**src/hdl/drt_pkg.sv**
```systemverilog
`timescale 1ns / 1ps

package drt_pkg;

   localparam int SCR_BITS      = 13;
   localparam int DATA_BITS     = 16;
   localparam int REQ_DATA_BITS = 64;
   localparam int RSP_DATA_BITS = 56;
   localparam int CMD_BITS      = 2;
   localparam int CSR_IDX_BITS  = 1;

   localparam logic [SCR_BITS-1:0] SCREEN_WIDTH_RST  = 13'd640;
   localparam logic [SCR_BITS-1:0] SCREEN_HEIGHT_RST = 13'd480;

   localparam logic [CSR_IDX_BITS-1:0] CSR_SCREEN_WIDTH  = 1'b0;
   localparam logic [CSR_IDX_BITS-1:0] CSR_SCREEN_HEIGHT = 1'b1;

   typedef enum logic [CMD_BITS-1:0] {
      CMD_MARK_RECT = 2'd0,
      CMD_MARK_ALL  = 2'd1,
      CMD_CONSUME   = 2'd2
   } cmd_type;

   // request payload, last field in the lowest bits
   typedef struct packed {
      logic [DATA_BITS-1:0] rect_height;
      logic [DATA_BITS-1:0] rect_width;
      logic [DATA_BITS-1:0] rect_y;
      logic [DATA_BITS-1:0] rect_x;
   } rect_type;

   typedef struct packed {
      logic                hit;
      logic [SCR_BITS-1:0] left;
      logic [SCR_BITS-1:0] top;
      logic [SCR_BITS-1:0] right;
      logic [SCR_BITS-1:0] bottom;
   } clip_rect_type;

   typedef struct packed {
      logic                found;
      logic [SCR_BITS-1:0] out_height;
      logic [SCR_BITS-1:0] out_width;
      logic [SCR_BITS-1:0] out_y;
      logic [SCR_BITS-1:0] out_x;
   } region_type;

   typedef struct packed {
      logic full_pending;
      logic box_active;
   } region_status_type;

endpackage

```
**src/hdl/drt_clip.sv**
```systemverilog
`timescale 1ns / 1ps

module drt_clip (
   input  drt_pkg::rect_type                rect,
   input  logic [drt_pkg::SCR_BITS-1:0]     screen_width,
   input  logic [drt_pkg::SCR_BITS-1:0]     screen_height,
   output drt_pkg::clip_rect_type           clip
);
   import drt_pkg::*;

   logic signed [DATA_BITS:0] x0;
   logic signed [DATA_BITS:0] y0;
   logic signed [DATA_BITS:0] w;
   logic signed [DATA_BITS:0] h;
   logic signed [DATA_BITS:0] x1;
   logic signed [DATA_BITS:0] y1;
   logic signed [DATA_BITS:0] sw;
   logic signed [DATA_BITS:0] sh;
   logic                      size_ok;
   logic                      on_screen;

   always_comb begin
      x0 = {rect.rect_x[DATA_BITS-1], rect.rect_x};
      y0 = {rect.rect_y[DATA_BITS-1], rect.rect_y};
      w  = {rect.rect_width[DATA_BITS-1], rect.rect_width};
      h  = {rect.rect_height[DATA_BITS-1], rect.rect_height};
      x1 = x0 + w;
      y1 = y0 + h;
      sw = {{(DATA_BITS + 1 - SCR_BITS){1'b0}}, screen_width};
      sh = {{(DATA_BITS + 1 - SCR_BITS){1'b0}}, screen_height};

      size_ok   = (w > 0) && (h > 0);
      on_screen = (x1 > 0) && (y1 > 0) && (x0 < sw) && (y0 < sh);

      clip.hit = size_ok && on_screen;
      // left and top lie below the screen size once on screen, so 13 bits hold them
      clip.left   = x0[DATA_BITS] ? '0 : x0[SCR_BITS-1:0];
      clip.top    = y0[DATA_BITS] ? '0 : y0[SCR_BITS-1:0];
      clip.right  = (x1 > sw) ? screen_width  : x1[SCR_BITS-1:0];
      clip.bottom = (y1 > sh) ? screen_height : y1[SCR_BITS-1:0];
   end

endmodule

```
**src/hdl/drt_region.sv**
```systemverilog
`timescale 1ns / 1ps

module drt_region #(
   parameter int COORD_BITS = 13
) (
   input  logic                             clock,
   input  logic                             reset,
   input  logic                             fire,
   input  drt_pkg::cmd_type                 cmd,
   input  drt_pkg::clip_rect_type           clip,
   input  logic [drt_pkg::SCR_BITS-1:0]     screen_width,
   input  logic [drt_pkg::SCR_BITS-1:0]     screen_height,
   output drt_pkg::region_type              region,
   output drt_pkg::region_status_type       status
);
   import drt_pkg::*;

   localparam int CW = (COORD_BITS > SCR_BITS) ? COORD_BITS : SCR_BITS;

   logic                  full_ff,   full_in;
   logic                  active_ff, active_in;
   logic [COORD_BITS-1:0] left_ff,   left_in;
   logic [COORD_BITS-1:0] top_ff,    top_in;
   logic [COORD_BITS-1:0] right_ff,  right_in;
   logic [COORD_BITS-1:0] bottom_ff, bottom_in;

   logic [CW-1:0]         rl_w, rt_w, rr_w, rb_w;
   logic [CW-1:0]         sw_w, sh_w, rst_w_w, rst_h_w;
   logic [COORD_BITS-1:0] rl_c, rt_c, rr_c, rb_c;
   logic [CW-1:0]         bl_w, bt_w, br_w, bb_w;
   logic [CW-1:0]         cr_w, cb_w;
   logic [CW-1:0]         dx_w, dy_w;
   logic                  box_empty;

   // bring clipped edges and screen size into the box coordinate width
   always_comb begin
      rl_w    = CW'(clip.left);
      rt_w    = CW'(clip.top);
      rr_w    = CW'(clip.right);
      rb_w    = CW'(clip.bottom);
      sw_w    = CW'(screen_width);
      sh_w    = CW'(screen_height);
      rst_w_w = CW'(SCREEN_WIDTH_RST);
      rst_h_w = CW'(SCREEN_HEIGHT_RST);
      rl_c    = rl_w[COORD_BITS-1:0];
      rt_c    = rt_w[COORD_BITS-1:0];
      rr_c    = rr_w[COORD_BITS-1:0];
      rb_c    = rb_w[COORD_BITS-1:0];
   end

   // consume: whole screen if full, else box clipped to current screen
   always_comb begin
      bl_w      = CW'(left_ff);
      bt_w      = CW'(top_ff);
      br_w      = CW'(right_ff);
      bb_w      = CW'(bottom_ff);
      cr_w      = (br_w > sw_w) ? sw_w : br_w;
      cb_w      = (bb_w > sh_w) ? sh_w : bb_w;
      box_empty = (cr_w <= bl_w) || (cb_w <= bt_w);
      dx_w      = cr_w - bl_w;
      dy_w      = cb_w - bt_w;

      region = '0;
      if (full_ff) begin
         region.found      = 1'b1;
         region.out_width  = screen_width;
         region.out_height = screen_height;
      end else if (active_ff && !box_empty) begin
         region.found      = 1'b1;
         region.out_x      = bl_w[SCR_BITS-1:0];
         region.out_y      = bt_w[SCR_BITS-1:0];
         region.out_width  = dx_w[SCR_BITS-1:0];
         region.out_height = dy_w[SCR_BITS-1:0];
      end
   end

   always_comb begin
      full_in   = full_ff;
      active_in = active_ff;
      left_in   = left_ff;
      top_in    = top_ff;
      right_in  = right_ff;
      bottom_in = bottom_ff;
      if (fire) begin
         case (cmd)
            CMD_MARK_RECT: begin
               if (clip.hit && !full_ff) begin
                  active_in = 1'b1;
                  if (!active_ff) begin
                     left_in   = rl_c;
                     top_in    = rt_c;
                     right_in  = rr_c;
                     bottom_in = rb_c;
                  end else begin
                     if (rl_c < left_ff)   left_in   = rl_c;
                     if (rt_c < top_ff)    top_in    = rt_c;
                     if (rr_c > right_ff)  right_in  = rr_c;
                     if (rb_c > bottom_ff) bottom_in = rb_c;
                  end
               end
            end
            CMD_MARK_ALL: begin
               full_in   = 1'b1;
               active_in = 1'b0;
               left_in   = '0;
               top_in    = '0;
               right_in  = sw_w[COORD_BITS-1:0];
               bottom_in = sh_w[COORD_BITS-1:0];
            end
            CMD_CONSUME: begin
               full_in   = 1'b0;
               active_in = 1'b0;
            end
            default: begin
            end
         endcase
      end
   end

   always_ff @(posedge clock) begin
      if (reset) begin
         full_ff   <= 1'b1;
         active_ff <= 1'b0;
         left_ff   <= '0;
         top_ff    <= '0;
         right_ff  <= rst_w_w[COORD_BITS-1:0];
         bottom_ff <= rst_h_w[COORD_BITS-1:0];
      end else begin
         full_ff   <= full_in;
         active_ff <= active_in;
         left_ff   <= left_in;
         top_ff    <= top_in;
         right_ff  <= right_in;
         bottom_ff <= bottom_in;
      end
   end

   assign status.full_pending = full_ff;
   assign status.box_active   = active_ff;

endmodule

```
**src/hdl/dirty_rectangle_tracker_unit.sv**
```systemverilog
`timescale 1ns / 1ps

// Dirty rectangle tracker. Requests on req_ carry a command in req_tuser: mark a
// rectangle, mark the whole screen, or consume the pending region. Only consume
// returns a response on rsp_; rsp_tuser is the found flag and rsp_tdata the region
// (all zero when nothing is found). The unit takes one request per clock: each
// request is held in the input register while the clip and box-merge logic
// updates the tracker state, and rsp_tvalid for a consume is registered as the
// consume leaves the input register. Throughput drops below one per cycle only
// while a consume waits for a held response to be taken. Screen size registers
// (index 0 width, index 1 height, reset 640 x 480) are written through csr_; the
// user must write them only while idle, which the block does not enforce.

module dirty_rectangle_tracker_unit #(
   parameter int COORD_BITS = 13
) (
   input  logic                                  clock,
   input  logic                                  reset,
   input  logic                                  req_tvalid,
   output logic                                  req_tready,
   // rect_x, rect_y, rect_width, rect_height
   input  logic [drt_pkg::REQ_DATA_BITS-1:0]     req_tdata,
   // command
   input  logic [drt_pkg::CMD_BITS-1:0]          req_tuser,
   output logic                                  rsp_tvalid,
   input  logic                                  rsp_tready,
   // out_x, out_y, out_width, out_height, zero pad
   output logic [drt_pkg::RSP_DATA_BITS-1:0]     rsp_tdata,
   // found
   output logic [0:0]                            rsp_tuser,
   input  logic                                  csr_we,
   input  logic [drt_pkg::CSR_IDX_BITS-1:0]      csr_index,
   input  logic [drt_pkg::SCR_BITS-1:0]          csr_wdata
);
   import drt_pkg::*;

   logic [SCR_BITS-1:0] scr_width_ff,  scr_width_in;
   logic [SCR_BITS-1:0] scr_height_ff, scr_height_in;

   logic                s1_valid_ff, s1_valid_in;
   cmd_type             s1_cmd_ff;
   rect_type            s1_rect_ff;
   logic                s1_is_consume;
   logic                s1_fire;

   logic                rsp_valid_ff, rsp_valid_in;
   region_type          rsp_region_ff;
   logic                out_free;

   clip_rect_type       clip;
   region_type          region;
   region_status_type   status;

   // configuration
   always_comb begin
      scr_width_in  = scr_width_ff;
      scr_height_in = scr_height_ff;
      if (csr_we) begin
         case (csr_index)
            CSR_SCREEN_WIDTH:  scr_width_in  = csr_wdata;
            CSR_SCREEN_HEIGHT: scr_height_in = csr_wdata;
            default: begin
            end
         endcase
      end
   end

   // handshake: hold a consume in the input register while the response is stuck
   always_comb begin
      out_free      = !rsp_valid_ff || rsp_tready;
      s1_is_consume = (s1_cmd_ff == CMD_CONSUME);
      s1_fire       = s1_valid_ff && (!s1_is_consume || out_free);
      req_tready    = !s1_valid_ff || s1_fire;
      s1_valid_in   = req_tready ? req_tvalid : s1_valid_ff;
      if (s1_fire && s1_is_consume) begin
         rsp_valid_in = 1'b1;
      end else if (rsp_tready) begin
         rsp_valid_in = 1'b0;
      end else begin
         rsp_valid_in = rsp_valid_ff;
      end
   end

   always_ff @(posedge clock) begin
      if (reset) begin
         scr_width_ff  <= SCREEN_WIDTH_RST;
         scr_height_ff <= SCREEN_HEIGHT_RST;
         s1_valid_ff   <= 1'b0;
         rsp_valid_ff  <= 1'b0;
      end else begin
         scr_width_ff  <= scr_width_in;
         scr_height_ff <= scr_height_in;
         s1_valid_ff   <= s1_valid_in;
         rsp_valid_ff  <= rsp_valid_in;
      end
   end

   always_ff @(posedge clock) begin
      if (req_tvalid && req_tready) begin
         s1_cmd_ff  <= cmd_type'(req_tuser);
         s1_rect_ff <= rect_type'(req_tdata);
      end
      if (s1_fire && s1_is_consume) begin
         rsp_region_ff <= region;
      end
   end

   drt_clip u_clip (
      .rect          (s1_rect_ff),
      .screen_width  (scr_width_ff),
      .screen_height (scr_height_ff),
      .clip          (clip)
   );

   drt_region #(
      .COORD_BITS (COORD_BITS)
   ) u_region (
      .clock         (clock),
      .reset         (reset),
      .fire          (s1_fire),
      .cmd           (s1_cmd_ff),
      .clip          (clip),
      .screen_width  (scr_width_ff),
      .screen_height (scr_height_ff),
      .region        (region),
      .status        (status)
   );

   assign rsp_tvalid = rsp_valid_ff;
   assign rsp_tuser  = rsp_region_ff.found;
   assign rsp_tdata  = {{(RSP_DATA_BITS - 4 * SCR_BITS){1'b0}},
                        rsp_region_ff.out_height, rsp_region_ff.out_width,
                        rsp_region_ff.out_y, rsp_region_ff.out_x};

   // consume always drops both marks
   a_consume_clears: assert property (@(posedge clock) disable iff (reset)
      s1_fire && (s1_cmd_ff == CMD_CONSUME) |=> !status.full_pending && !status.box_active)
      else $error("consume left a mark pending");

   // mark-all sets the full mark and drops the box
   a_mark_all: assert property (@(posedge clock) disable iff (reset)
      s1_fire && (s1_cmd_ff == CMD_MARK_ALL) |=> status.full_pending && !status.box_active)
      else $error("mark-all state wrong");

   // a stuck consume must stall the request side
   a_consume_stall: assert property (@(posedge clock) disable iff (reset)
      s1_valid_ff && s1_is_consume && rsp_tvalid && !rsp_tready |-> !req_tready)
      else $error("request taken over a stalled consume");

   // a not-found response carries an all-zero region
   a_not_found_zero: assert property (@(posedge clock) disable iff (reset)
      rsp_tvalid && !rsp_tuser[0] |-> (rsp_tdata == '0))
      else $error("not-found response has nonzero region");

endmodule

```
**config.mk**
```make
export PLATFORM = sky130hd
export DESIGN_NAME = dirty_rectangle_tracker_unit
export DESIGN_NICKNAME = d
export VERILOG_FILES = /design/src/hdl/drt_pkg.sv /design/src/hdl/drt_clip.sv /design/src/hdl/drt_region.sv /design/src/hdl/dirty_rectangle_tracker_unit.sv
export SDC_FILE = /design/constraint.sdc
export NUM_CORES = 1
export LEC_CHECK = 0
export BUFFER_PORTS_ARGS = -buffer_cell sky130_fd_sc_hd__buf_2
export CAP_MARGIN = 5
export CORE_MARGIN = 2
export CORE_UTILIZATION = 40
export DETAILED_ROUTE_END_ITERATION = 7
export PLACE_DENSITY = 0.57
export SYNTH_ARGS = -nofsm -noshare
export SYNTH_HDL_FRONTEND = slang
export SYNTH_SLANG_ARGS = --single-unit
```
**constraint.sdc**
```tcl
create_clock -name clock -period 5.77 [get_ports clock]
set_clock_uncertainty 0.15 [all_clocks]
set_input_delay 0.2885 -clock clock [delete_from_list [all_inputs] [get_ports clock]]
set_output_delay 0.2885 -clock clock [all_outputs]
set_load 0.1 [all_outputs]
```
==> run_summary.xml <==
<?xml version="1.0" encoding="UTF-8"?>
<metrics>
  <group name="outcome">
    <metric name="outcome" unit="">finished, violations left</metric>
    <metric name="failed_checks" unit="">setup timing</metric>
  </group>
  <group name="power_and_ir_drop">
    <metric name="cellLeakagePower" unit="nW">7.86</metric>
    <metric name="peakVddDrop" unit="uV">227</metric>
    <metric name="fin_total_pwr" unit="mW">4.82</metric>
    <metric name="power.density" unit="nW/um^2">259</metric>
  </group>
  <group name="synthesis">
    <metric name="synth_top_cell_by_area" unit="">sky130_fd_sc_hd__edfxtp_1</metric>
    <metric name="synth-adder-area-share" unit="">0.170</metric>
    <metric name="post-synth-top-count-cell" unit="">sky130_fd_sc_hd__ha_1</metric>
    <metric name="synth_top_family_by_area" unit="">compound AO/OA/AOI/OAI gates</metric>
    <metric name="yosysWarnings" unit="">0</metric>
    <metric name="post_synth_inst_count" unit="">1510</metric>
    <metric name="post-synth-top-area-fraction" unit="">0.250</metric>
    <metric name="synth.area.top_cells" unit="">sky130_fd_sc_hd__edfxtp_1 25%, sky130_fd_sc_hd__ha_1 16%, sky130_fd_sc_hd__dfxtp_1 12%, sky130_fd_sc_hd__o21ai_0 4.7%, sky130_fd_sc_hd__a21oi_1 4.2%</metric>
    <metric name="syn_avg_cell_area" unit="sq um">9.45</metric>
    <metric name="synth_xor_xnor_area_share" unit="">0.0171</metric>
    <metric name="dominantRegCellSynth" unit="">sky130_fd_sc_hd__edfxtp_1</metric>
    <metric name="synth-edff-count" unit="">119</metric>
    <metric name="synth.lib_cells_used.distinct" unit="">82</metric>
    <metric name="netlist_top_cells_count" unit="">187 x sky130_fd_sc_hd__ha_1, 133 x sky130_fd_sc_hd__o21ai_0, 120 x sky130_fd_sc_hd__a21oi_1</metric>
    <metric name="synth_sequential_area_ratio" unit="">0.365</metric>
    <metric name="synth.area.mux_share" unit="">0.0268</metric>
    <metric name="synth-compound-area-share" unit="">0.220</metric>
    <metric name="synth-simple-area-share" unit="">0.154</metric>
    <metric name="yosys_register_bits" unit="">201</metric>
    <metric name="syn_area" unit="sq um">14300</metric>
    <metric name="synth-async-reset-ratio" unit="">0</metric>
  </group>
  <group name="floorplanning">
    <metric name="design.core.area" unit="sq um">35300</metric>
    <metric name="num_rows" unit="">69</metric>
    <metric name="initial_core_util" unit="">0.404</metric>
    <metric name="die_h" unit="um">193</metric>
    <metric name="dieArea" unit="sq um">37200</metric>
    <metric name="pin_count" unit="">144</metric>
    <metric name="die-width" unit="um">193</metric>
  </group>
  <group name="clock_tree">
    <metric name="cts_made_buffers" unit="">24</metric>
    <metric name="cts_root_buffer" unit="">sky130_fd_sc_hd__clkbuf_16</metric>
    <metric name="tritoncts" unit="">yes</metric>
    <metric name="clock_insertion_delay_worst_skew" unit="ns">0.54</metric>
    <metric name="clockBufferDepth" unit="">3</metric>
    <metric name="worst_setup_hold_path_clk_slew" unit="ns">0.06</metric>
    <metric name="htree_num_levels" unit="">1</metric>
    <metric name="clock_sink_count" unit="">201</metric>
  </group>
  <group name="global_route">
    <metric name="grt_util_all_layers" unit="">0.239</metric>
    <metric name="residual_overflow_from_global_routing" unit="">0</metric>
    <metric name="grt_pass1_wl" unit="um">68200</metric>
    <metric name="antenna_found_initial" unit="">0</metric>
    <metric name="first_global_vias" unit="">12338</metric>
    <metric name="maximum_number_of_pins_on_one_net_before_global_route_repair" unit="">75</metric>
  </group>
  <group name="critical_path">
    <metric name="slowest_delay" unit="ns">0.51</metric>
    <metric name="cp_data_arrival_time" unit="ns">6.05</metric>
    <metric name="cp-startpoint" unit="">s1_rect_ff[4]$_DFFE_PP_</metric>
    <metric name="nature_of_the_critical_path_startpoint" unit="">register</metric>
    <metric name="cpMaxStageDelayCell" unit="">sky130_fd_sc_hd__or4_1</metric>
    <metric name="critical_path.reg2reg.startpoint" unit="">s1_rect_ff[4]$_DFFE_PP_</metric>
    <metric name="worst_setup_path_end_kind" unit="">register</metric>
    <metric name="critPathKind" unit="">register to register</metric>
    <metric name="rrSetupSlack" unit="ns">-0.04</metric>
    <metric name="reg2regPathDepth" unit="">27</metric>
    <metric name="cp-endpoint" unit="">u_region.br_w[2]$_SDFFE_PP0P_</metric>
    <metric name="worstPathRequired" unit="ns">6.01</metric>
    <metric name="regToRegEndpoint" unit="">u_region.br_w[2]$_SDFFE_PP0P_</metric>
    <metric name="cp_max_fo" unit="">7</metric>
  </group>
  <group name="timing">
    <metric name="period_needed" unit="ns">5.81</metric>
    <metric name="final-hold-violation-count" unit="">0</metric>
    <metric name="relative_slew_slack" unit="">0.156</metric>
    <metric name="worst_slack" unit="ns">-0.0377</metric>
    <metric name="fmax" unit="MHz">172</metric>
    <metric name="rsz_0062_raised_after_global_routing" unit="">true</metric>
    <metric name="setup_violations" unit="">3</metric>
    <metric name="final.period_utilization" unit="">1.01</metric>
    <metric name="timing_max_transition_violations_final" unit="">0</metric>
    <metric name="worst_slew_pin_slew" unit="ns">1.27</metric>
  </group>
  <group name="drt">
    <metric name="routed_wire_length_per_instance" unit="um">18.9</metric>
    <metric name="detail_route.vias_per_cell" unit="">5.42</metric>
    <metric name="wl" unit="um">44700</metric>
    <metric name="drc_viols" unit="">0</metric>
    <metric name="detailroute.via_count" unit="">12784</metric>
    <metric name="drt.antenna.violating_nets" unit="">0</metric>
    <metric name="first_pass_iters" unit="">5</metric>
    <metric name="drt-initial-drc-count" unit="">844</metric>
  </group>
  <group name="placed_design">
    <metric name="pre_cts_ws" unit="ns">-0.258</metric>
    <metric name="dp_hpwl" unit="um">35100</metric>
    <metric name="dpl-instance-area" unit="sq um">16400</metric>
    <metric name="final_estimated_routing_congestion_in_global_placement" unit="">0.920</metric>
    <metric name="io_buffers" unit="">139</metric>
  </group>
  <group name="cells_and_area">
    <metric name="post_route_cells_drive_above_1_share" unit="">0.240</metric>
    <metric name="flow.area_growth_from_synthesis" unit="%">30.8</metric>
    <metric name="n_fill_cell" unit="">3276</metric>
    <metric name="final_design_area_no_fill" unit="sq um">18700</metric>
    <metric name="design.final.nets" unit="">2155</metric>
  </group>
  <group name="flow_run">
    <metric name="number_of_maximum_capacitance_violations" unit="">0</metric>
  </group>
  <group name="min_path">
    <metric name="timing.hold.worst.class" unit="">input pin to register</metric>
  </group>
</metrics>
worst max-delay path: cells and delay by family, from the launching register on:
family                     cells  cell delay, ns
AOI/OAI and AO/OA             10            1.38
adders and majority gates      3            0.85
buffers and inverters          1            0.13
DFF                            1            0.44
muxes                          2            0.51
and+or+nand+nor               11            2.19
report_power, final:
part / internal, mW / total, mW / switching [mW]
clock network: 0.998 / 1.64 / 0.643
registers: 1.57 / 1.61 / 0.0403
logic: 0.727 / 1.57 / 0.846
total: 3.30 / 4.82 / 1.53
repair_timing:
item / 4_1_cts / 5_1_grt
resized for setup: 23 / 35
endpoints found under the setup margin: 21 / 31
cloned: 2 / 0
endpoints found under the hold margin: 94 / 0
hold buffers: 81 / 0
setup buffers: 23 / 18
pin swaps: 13 / 37
cells in the final DEF, fill, tap and decap left out, drive strengths merged, types with 30 or more instances in the layout:
cell type,count
dlygate4sd3,81
a21oi,121
nor2b,39
inv,104
a21o,36
nand4,45
nor2,65
edfxtp,119
ha,187
nand2,119
clkbuf,30
and2,31
dfxtp,82
buf,324
o21a,31
o21ai,138
cell type report:
class,instances,area [sq um],area share
clock buffer,30,697,0.0373
antenna,1,2.50,0.000134
clock inverter,14,171,0.00919
tap,461,577,0.0309
sequential,201,5220,0.279
multi-input combinational,1143,8660,0.464
inverter,104,390,0.0209
timing repair buffer,405,2950,0.158
state kept, by name, summed over array words and instances, names as in the netlist:
| name | count |
|---|---|
| s1_rect_ff | 64 |
| rsp_tdata | 52 |
| scr_height_ff | 13 |
| scr_width_ff | 13 |
| u_region.bb_w | 13 |
| u_region.bl_w | 13 |
| u_region.br_w | 13 |
| u_region.bt_w | 13 |
| s1_cmd_ff | 2 |
| rsp_tuser | 1 |
| rsp_tvalid | 1 |
| s1_valid_ff | 1 |
| u_region.active_ff | 1 |
| u_region.full_ff | 1 |
worst min-delay path by stage:
stage | to | cells past startpoint | slack, ns | startpoint
floorplan | s1_cmd_ff[0]$_DFFE_PP_ | 0 | 0.24 | req_tuser[0]
finish | scr_width_ff[6]$_SDFFE_PP0P_ | 4 | 0.11 | csr_index
global route | scr_width_ff[6]$_SDFFE_PP0P_ | 4 | 0.13 | csr_index
global placement | s1_rect_ff[41]$_DFFE_PP_ | 1 | 0.31 | req_tdata[41]
detailed placement | s1_rect_ff[11]$_DFFE_PP_ | 1 | 0.32 | req_tdata[11]
CTS | scr_width_ff[1]$_SDFFE_PP0P_ | 4 | 0.07 | csr_index
per-layer routing:
metal | global-route usage | routed length [um]
met5 | 0 | 0
met1 | 0.350 | 22200
met3 | 0.0380 | 2660
met2 | 0.363 | 18900
met4 | 0.0658 | 1020
through the flow:
step                TNS [ns]  instances   util  hold WS [ns]
global placement       -1.56       2193  0.466         0.315
finish               -0.0813       2359  0.528         0.106
CTS                    -1.73       2343  0.522        0.0716
detailed placement     -2.86       2193  0.466         0.317
floorplan                  0       1513      -         0.237
global route           -3.62       2358  0.528         0.129
kinds of logic (layout without fill, tap and decap cells):
kind of cell | Yosys count | in the layout
and+or+nand+nor | 416 | 416
buffers and inverters | 169 | 553
AOI/OAI and AO/OA | 469 | 469
other | 1 | 5
muxes | 36 | 36
adders and majority gates | 191 | 191
DFF | 201 | 201
xor gates and xnor gates | 27 | 27
No activity file was read; power rests on OpenSTA's default activity.
